`src/sdo_pkg.sv`:
```
`timescale 1ns / 1ps

package sdo_pkg;

   localparam int BUFFER_BYTES_DEFAULT = 1024;

   // Request types carried in req_type.
   localparam logic [2:0] REQ_LOAD     = 3'd0;
   localparam logic [2:0] REQ_START_DL = 3'd1;
   localparam logic [2:0] REQ_START_UL = 3'd2;
   localparam logic [2:0] REQ_FRAME    = 3'd3;
   localparam logic [2:0] REQ_TIMEOUT  = 3'd4;
   localparam logic [2:0] REQ_READ     = 3'd5;

   // Command specifiers in bits 7..5 of frame byte 0.
   localparam logic [2:0] CMD_DL_SEG  = 3'd0;
   localparam logic [2:0] CMD_INIT_DL = 3'd1;
   localparam logic [2:0] CMD_INIT_UL = 3'd2;
   localparam logic [2:0] CMD_UL_SEG  = 3'd3;
   localparam logic [2:0] CMD_ABORT   = 3'd4;

   localparam logic [31:0] CODE_GENERAL = 32'h0800_0000;
   localparam logic [31:0] CODE_TOGGLE  = 32'h0503_0000;
   localparam logic [31:0] CODE_LENGTH  = 32'h0607_0010;
   localparam logic [31:0] CODE_TIMEOUT = 32'h0504_0000;

   typedef enum logic [1:0] {MEM_NONE, MEM_READ, MEM_WRITE} mem_op_type;

   typedef enum logic [1:0] {SEQ_IDLE, SEQ_DECIDE, SEQ_MEM, SEQ_RESP} seq_state_type;

   typedef struct packed {
      logic [2:0]  req_type;
      logic [15:0] object_index;
      logic [7:0]  object_subindex;
      logic [10:0] transfer_len;
      logic [9:0]  byte_addr;
      logic [7:0]  byte_value;
      logic [63:0] frame_bytes;
   } req_word_type;

   typedef struct packed {
      logic        tx_valid;
      logic [63:0] tx_bytes;
      logic        finished;
      logic        succeeded;
      logic [31:0] abort_reason;
      logic [7:0]  read_value;
      logic [10:0] final_length;
   } rsp_word_type;

   typedef struct packed {
      logic [10:0] offset;
      logic [10:0] total;
      logic [2:0]  last_cmd;
      logic        toggle;
      logic [15:0] index;
      logic [7:0]  subindex;
      logic        active;
   } engine_state_type;

   // Outcome of one word: next engine state, frame header and the buffer job.
   typedef struct packed {
      engine_state_type nxt;
      logic             tx_valid;
      logic [63:0]      tx_head;
      logic             finished;
      logic [31:0]      abort_reason;
      mem_op_type       mem_op;
      logic [10:0]      mem_base;
      logic [2:0]       mem_count;
      logic [2:0]       mem_lane;
      logic             mem_to_read;
      logic             mem_from_value;
   } decision_type;

   function automatic logic [63:0] head_frame(input logic [7:0] byte0,
                                              input logic [15:0] idx,
                                              input logic [7:0] sub);
      return {32'b0, sub, idx, byte0};
   endfunction

endpackage

```
`src/sdo_decode.sv`:
```
`timescale 1ns / 1ps

module sdo_decode import sdo_pkg::*; #(
   parameter int BufferBytes = BUFFER_BYTES_DEFAULT
) (
   input  req_word_type     req,
   input  engine_state_type st,
   output decision_type     dec
);

   logic [7:0]  b0;
   logic [2:0]  fcmd;
   logic        tog;
   logic        same;
   logic [31:0] hi32;
   logic [31:0] ds;
   logic [10:0] rem;
   logic [2:0]  seg_size;
   logic        seg_done;
   logic [2:0]  un;
   logic [31:0] lim;
   logic [10:0] len_clamp;
   logic [10:0] ds_clamp;
   logic [10:0] up_total;
   logic [10:0] up_off;
   logic [31:0] rsn;
   logic        fin;
   logic        do_seg;
   logic        seg_tog;
   logic        do_ulseg;
   logic        ul_tog;
   logic        addr_ok;

   always_comb begin
      b0        = req.frame_bytes[7:0];
      fcmd      = b0[7:5];
      tog       = b0[4];
      same      = (req.frame_bytes[23:8] == st.index) && (req.frame_bytes[31:24] == st.subindex);
      hi32      = req.frame_bytes[63:32];
      rem       = st.total - st.offset;
      seg_size  = (rem > 11'd7) ? 3'd7 : rem[2:0];
      seg_done  = (11'(seg_size) == rem);
      un        = 3'd7 - b0[3:1];
      lim       = (st.total != 11'd0) ? 32'(st.total) : 32'(BufferBytes);
      len_clamp = (32'(req.transfer_len) > 32'(BufferBytes)) ?
                  11'(BufferBytes) : req.transfer_len;
      addr_ok   = 32'(req.byte_addr) < 32'(BufferBytes);
      if (b0[1] && b0[0]) begin
         ds = 32'(3'd4 - {1'b0, b0[3:2]});
      end else if (b0[0]) begin
         ds = hi32;
      end else begin
         ds = '0;
      end
      ds_clamp = (ds > 32'(BufferBytes)) ? 11'(BufferBytes) : ds[10:0];
      up_total = '0;
      up_off   = '0;
      rsn      = '0;
      fin      = 1'b0;
      do_seg   = 1'b0;
      seg_tog  = 1'b0;
      do_ulseg = 1'b0;
      ul_tog   = 1'b0;
      dec      = '0;
      dec.nxt  = st;
      dec.mem_op = MEM_NONE;

      case (req.req_type)
         REQ_LOAD: begin
            if (addr_ok) begin
               dec.mem_op         = MEM_WRITE;
               dec.mem_base       = 11'(req.byte_addr);
               dec.mem_count      = 3'd1;
               dec.mem_from_value = 1'b1;
            end
         end
         REQ_READ: begin
            if (addr_ok) begin
               dec.mem_op      = MEM_READ;
               dec.mem_base    = 11'(req.byte_addr);
               dec.mem_count   = 3'd1;
               dec.mem_to_read = 1'b1;
            end
         end
         REQ_START_DL, REQ_START_UL: begin
            dec.nxt.index    = req.object_index;
            dec.nxt.subindex = req.object_subindex;
            dec.nxt.total    = len_clamp;
            dec.nxt.offset   = '0;
            dec.nxt.active   = 1'b1;
            dec.nxt.toggle   = 1'b0;
            dec.tx_valid     = 1'b1;
            if (req.req_type == REQ_START_UL) begin
               dec.tx_head      = head_frame(8'h40, req.object_index, req.object_subindex);
               dec.nxt.last_cmd = CMD_INIT_UL;
            end else if (len_clamp > 11'd4) begin
               dec.tx_head = head_frame(8'h21, req.object_index, req.object_subindex)
                             | {21'b0, len_clamp, 32'b0};
               dec.nxt.last_cmd = CMD_INIT_DL;
            end else begin
               // Expedited download: up to four buffer bytes ride in bytes 4..7.
               dec.tx_head = head_frame({4'h2, 2'(3'd4 - len_clamp[2:0]), 2'b11},
                                        req.object_index, req.object_subindex);
               dec.nxt.last_cmd = CMD_INIT_DL;
               dec.nxt.offset   = len_clamp;
               dec.mem_op       = MEM_READ;
               dec.mem_base     = '0;
               dec.mem_count    = len_clamp[2:0];
               dec.mem_lane     = 3'd4;
            end
         end
         REQ_TIMEOUT: begin
            if (st.active) begin
               rsn = CODE_TIMEOUT;
            end
         end
         REQ_FRAME: begin
            if (st.active) begin
               case (fcmd)
                  CMD_UL_SEG: begin
                     // Initiate download response.
                     if (st.last_cmd != CMD_INIT_DL || !same) begin
                        rsn = CODE_GENERAL;
                     end else if (st.offset < st.total) begin
                        do_seg  = 1'b1;
                        seg_tog = 1'b0;
                     end else begin
                        fin = 1'b1;
                     end
                  end
                  CMD_INIT_DL: begin
                     // Download segment response.
                     if (st.last_cmd != CMD_DL_SEG) begin
                        rsn = CODE_GENERAL;
                     end else if (tog != st.toggle) begin
                        rsn = CODE_TOGGLE;
                     end else if (st.offset < st.total) begin
                        do_seg  = 1'b1;
                        seg_tog = ~tog;
                     end else begin
                        fin = 1'b1;
                     end
                  end
                  CMD_INIT_UL: begin
                     if (st.last_cmd != CMD_INIT_UL || !same) begin
                        rsn = CODE_GENERAL;
                     end else if (!(ds == 32'd0 || st.total == 11'd0 ||
                                    ds == 32'(st.total))) begin
                        rsn = CODE_LENGTH;
                     end else if (b0[1] && !(ds <= 32'd4 && st.total <= 11'd4)) begin
                        rsn = CODE_GENERAL;
                     end else if (b0[1]) begin
                        if (st.total == 11'd0) begin
                           up_total = b0[0] ? ds[10:0] : 11'd4;
                        end else begin
                           up_total = st.total;
                        end
                        dec.nxt.total  = up_total;
                        dec.nxt.offset = up_total;
                        dec.mem_op     = MEM_WRITE;
                        dec.mem_base   = '0;
                        dec.mem_count  = (up_total > 11'd4) ? 3'd4 : up_total[2:0];
                        dec.mem_lane   = 3'd4;
                        fin            = 1'b1;
                     end else begin
                        if (b0[0] && st.total == 11'd0) begin
                           dec.nxt.total = ds_clamp;
                        end
                        do_ulseg = 1'b1;
                        ul_tog   = 1'b0;
                     end
                  end
                  CMD_DL_SEG: begin
                     // Upload segment from the server.
                     up_off = st.offset + 11'(un);
                     if (st.last_cmd != CMD_UL_SEG) begin
                        rsn = CODE_GENERAL;
                     end else if (tog != st.toggle) begin
                        rsn = CODE_TOGGLE;
                     end else if (32'(st.offset) + 32'(un) > lim) begin
                        rsn = CODE_LENGTH;
                     end else begin
                        dec.mem_op     = MEM_WRITE;
                        dec.mem_base   = st.offset;
                        dec.mem_count  = un;
                        dec.mem_lane   = 3'd1;
                        dec.nxt.offset = up_off;
                        if (b0[0] || up_off == st.total) begin
                           if (st.total == 11'd0) begin
                              dec.nxt.total = up_off;
                           end
                           fin = 1'b1;
                        end else begin
                           do_ulseg = 1'b1;
                           ul_tog   = ~tog;
                        end
                     end
                  end
                  CMD_ABORT: begin
                     dec.abort_reason = hi32;
                     dec.nxt.offset   = '0;
                     fin              = 1'b1;
                  end
                  default: begin
                  end
               endcase
            end
         end
         default: begin
         end
      endcase

      if (do_seg) begin
         dec.tx_valid     = 1'b1;
         dec.tx_head      = {56'b0, 3'b000, seg_tog, 3'd7 - seg_size, seg_done};
         dec.mem_op       = MEM_READ;
         dec.mem_base     = st.offset;
         dec.mem_count    = seg_size;
         dec.mem_lane     = 3'd1;
         dec.nxt.offset   = st.offset + 11'(seg_size);
         dec.nxt.last_cmd = CMD_DL_SEG;
         dec.nxt.toggle   = seg_tog;
      end
      if (do_ulseg) begin
         dec.tx_valid     = 1'b1;
         dec.tx_head      = {56'b0, 3'b011, ul_tog, 4'b0000};
         dec.nxt.last_cmd = CMD_UL_SEG;
         dec.nxt.toggle   = ul_tog;
      end
      if (rsn != 32'd0) begin
         dec.tx_valid     = 1'b1;
         dec.tx_head      = head_frame(8'h80, st.index, st.subindex) | {rsn, 32'b0};
         dec.nxt.last_cmd = CMD_ABORT;
         dec.nxt.toggle   = 1'b0;
         dec.abort_reason = rsn;
         dec.nxt.offset   = '0;
         fin              = 1'b1;
      end
      if (fin) begin
         dec.nxt.active = 1'b0;
      end
      dec.finished = fin;
   end

endmodule

```
`config.mk`:
```
export PLATFORM = sky130hd
export DESIGN_NAME = sdo_decode
export DESIGN_NICKNAME = d
export VERILOG_FILES = /design/src/sdo_pkg.sv /design/src/sdo_decode.sv
export SDC_FILE = /design/constraint.sdc
export NUM_CORES = 1
export LEC_CHECK = 0
export BUFFER_PORTS_ARGS = -buffer_cell sky130_fd_sc_hd__clkbuf_2
export CAP_MARGIN = 25
export CELL_PAD_IN_SITES_DETAIL_PLACEMENT = 1
export CELL_PAD_IN_SITES_GLOBAL_PLACEMENT = 2
export CORE_ASPECT_RATIO = 2
export CORE_MARGIN = 2
export CORE_UTILIZATION = 21
export DETAILED_ROUTE_END_ITERATION = 16
export PLACE_DENSITY = 0.86
export SLEW_MARGIN = 5
export SYNTH_ARGS = -nofsm -noshare
export SYNTH_HDL_FRONTEND = slang
export SYNTH_SLANG_ARGS = --single-unit
```
`constraint.sdc`:
```
create_clock -name vclk -period 5.7
set_input_delay 0.285 -clock vclk [all_inputs]
set_output_delay 0.285 -clock vclk [all_outputs]
set_load 0.03 [all_outputs]
```
# [Word-level counts from Yosys, hierarchy flattened]
# Cells that the tools add are included.
[word_totals] register_bits=0 inputBits=171 output_inout_bits=170 word_cells=183
[classes] addsub=8 order_cmp=9 eq_ne=18 muxes=125 bitwise=3 reduce_logical=20
[op_table] op="11-bit 2-to-1 mux" count=21
[op_table] op="28-bit 2-to-1 mux" count=7
[op_table] op="65-bit 2-to-1 mux" count=3
[op_table] op="32-bit 2-to-1 mux" count=5
[op_table] op="22-bit 2-to-1 mux" count=7
[op_table] op="19-bit 2-to-1 mux" count=8
[op_table] op="28-bit case mux with 4 select lines" count=1
[op_table] op="27-bit 2-to-1 mux" count=4
[op_table] op="94-bit 2-to-1 mux" count=1
[op_table] op="43-bit 2-to-1 mux" count=2
[op_table] op="32-bit by 64-bit OR with 64-bit output" count=1
[op_table] op="16-bit case mux with 4 select lines" count=1
[op_table] op="28-bit case mux with 2 select lines" count=1
[op_table] op="51-bit 2-to-1 mux" count=1
[op_table] op="1-bit 2-to-1 mux" count=47
[op_table] op="22-bit case mux with 2 select lines" count=1
[op_table] op="32-bit by 43-bit OR with 43-bit output" count=1
[op_table] op="19-bit case mux with 2 select lines" count=1
[op_table] op="18-bit 2-to-1 mux" count=2
[op_table] op="11-bit by 3-bit > comparator with 1-bit output, second input constant" count=3
[op_table] op="11-bit case mux with 3 select lines" count=1
[op_table] op="32-bit by 11-bit == test with 1-bit output" count=1
[op_table] op="32-bit by 11-bit > comparator with 1-bit output, second input constant" count=1
[op_table] op="32-bit by 3-bit <= comparator with 1-bit output, second input constant" count=1
[op_table] op="other kinds (38)" count=61

# [Depth between registers and ports, before layout]
[logic_depth] depth_word=22 ltp_mapped=20 mapped_depth_nobuf=19

# [Worst setup path after synthesis]
# OpenSTA, ideal clock, no wires.
[synth_path] path_type="in2out" from="input req[1] (netlist name)" to="output dec[154] (netlist name)" t_arrival_ns=5.075 t_required_ns=5.415 setup_slack_ns=0.340 stages=19 path_buffers=2 path_cell_list="clkbuf_1 inv_1 ha_1 inv_1 fa_1 nand2b_1 a211oi_1 xnor2_1 ha_1 nand4_1 or4_1 a32o_1 or3_1 nor2_1 nand3_1 buf_2 o211ai_1 a21oi_1 o311ai_1"
[synth_rtl] item="from (decl)" line="sdo_decode.sv:6" text="input req_word_type req,"
[synth_rtl] item="to (decl)" line="sdo_decode.sv:8" text="output decision_type dec"

==> out/results.ini <==
[placement]
io_buffer_count=318
place_congestion=0.966
place_hpwl_mm=30.6

[grt]
grt_antenna_before_repair=0
gr-total-overflow=0
grt_pass1_vias=8885
grtUsageTotal_pct=23.9
grt_pass1_wl_mm=51.0
grt_max_degree=52

[drt]
avgRoutedWirePerCell_um=22.4
wirelength_mm=34.7
initialDrtViolationCount=426
ant_nets=0
viasPerCell=5.41
first_pass_iters=5
vias=8393
drc_errors=0

[critical_path]
cp-start-kind=input pin
cp_max_fo=7
crit_slowest_cell=or4_1
crit_buf_inv=7
arrival_ns=5.25
max_stage_delay_ns=0.44
cp_cell_sequence=clkbuf_2 > inv_1 > ha_1 > inv_1 > fa_1 > nand2b_1 > buf_4 > a211oi_2 > xnor2_1 > ha_1 > nand4_1 > or4_1 > a32o_1 > or3_1 > nor2_1 > nand3_2 > nor2_1 > buf_4 > nand2_1 > a211oi_1 > buf_4 > clkbuf_2
cp_common_cell=buf_4
worstSetupPathType=in -> out
path_delay_family=simple AND/OR/NAND/NOR gates
critPathCaptureType=output pin
cp_data_required_time_ns=5.41

[sta]
fin_setup_tns_ns=0
period_needed_ns=5.54
relSlewSlack_pct=33.8
worst_pin_slew_ns=0.983
post-route-period-util_pct=97.1
hold_violations=0
drv_slew=0
fmax_ghz=0.181
setup_viol=0
hold_ws_ns=0.924
rsz0062_at_grt=false

[synth]
synth_cell_types=80
syn_avg_cell_area_um2=6.09
synthesis.instances=901
synth_area_mm2=0.00548
yosysWarnings=0
ys_seq_area_share_pct=0

[floorplan]
die_x_um=118
fp-row-count=83
die_area_mm2=0.0275
io_pins=341
coreArea_mm2=0.0257
dieHeight_um=233
initial_utilization_pct=21.4

[layout]
nFlopsAndLatches=0
area_growth_pct=37.4
antenna_cells=0
final_cell_mix=clkbuf_2 (317), nand2_1 (167), nor2_1 (74), inv_1 (55), a21oi_1 (53)
layout_commonest_cell=clkbuf_2
finalNetCount=1416
filler_cell_count=3413
final_layout_size_suffix_gt1_share_pct=31.7
nClkBuffers=0
regArea_um2=0
final_core_util_pct=29.4

[flow_run]
cap_viol_max_count=0

[clock_network]
cts_setup_buffers=0
cts_hold_buf=0
ctsResizeCount=0

[pwr]
finalPower_uw=684
p_leak_nw=3.81
powerDensity_mw_per_mm2=90.7
vdd_ir_drop_max_v=0.0000360

[min_path]
hp-class=in -> out

[run_status]
outcome=completed

[path summary, 6_finish.rpt]
check / cells past startpoint / to / startpoint / slack, ns
min: 4 / dec[130] / req[103] / 0.92
max: 22 / dec[152] / req[1] / 0.16
[metal layers]
layer / track usage, % / share of wire (%) / vias to the layer above / wire length [um]
met5: 0 / 0 / - / 0
met4: 21.5 / 11 / 0 / 3720
met3: 2.67 / 4.5 / 141 / 1560
met2: 48.6 / 55 / 385 / 19100
met1: 19.5 / 30 / 4002 / 10400
li1: - / - / 3865 / -
[cells by family (layout without fill, tap and decap cells)]
logic type / after synthesis / in the layout / synth area share (%)
buffers and inverters: 117 / 413 / 9.77
xor gates and xnor gates: 51 / 51 / 8.90
AOI/OAI and AO/OA: 254 / 254 / 32.8
other: 1 / 15 / 0.0684
adders and majority gates: 32 / 32 / 7.71
and+or+nand+nor: 439 / 439 / 39.4
muxes: 7 / 7 / 1.35
[metrics by stage]
stage | cells | worst slack (ns) | cell area [um2]
floorplan | 915 | 0.340 | 5540
global placement | 1551 | 0.143 | 7530
detailed placement | 1551 | 0.0981 | 7530
CTS | 1551 | 0.0686 | 7530
global route | 1551 | 0.00345 | 7540
finish | 1551 | 0.163 | 7540
[worst min-delay path, cell delays in order]
cell	delay, ns
clkbuf_2	0.09
nand2_1	0.05
nand2_1	0.04
clkbuf_2	0.17
[cell usage after synthesis (12+ instances only)]
master | instances | area, um2
and2_1 | 36 | 225
nor3_1 | 27 | 135
nor4_1 | 20 | 125
o21ai_0 | 37 | 185
nand4_1 | 13 | 81.3
buf_4 | 20 | 150
xnor2_1 | 24 | 210
inv_1 | 55 | 206
a22o_1 | 34 | 298
nand2_1 | 167 | 627
nand3_1 | 24 | 120
xor2_1 | 24 | 210
ha_1 | 29 | 363
nand2b_1 | 14 | 87.6
a21oi_1 | 53 | 265
a21o_1 | 12 | 90.1
or3_1 | 15 | 93.8
clkbuf_1 | 31 | 116
nor2_1 | 75 | 282
o22ai_1 | 15 | 93.8
a211oi_1 | 14 | 105
[power by group]
group | internal (mW) | switching, mW | total, mW
clock network | 0 | 0 | 0
registers | 0 | 0 | 0
logic | 0.222 | 0.462 | 0.684
[final cells by class]
class	instances	area, um2	share of cell area (%)
Inverter	58	218	2.89
Multi-Input combinational cell	798	5020	66.7
Tap cell	340	425	5.65
Timing Repair Buffer	355	1870	24.8
(Power assumes the default switching activity.)
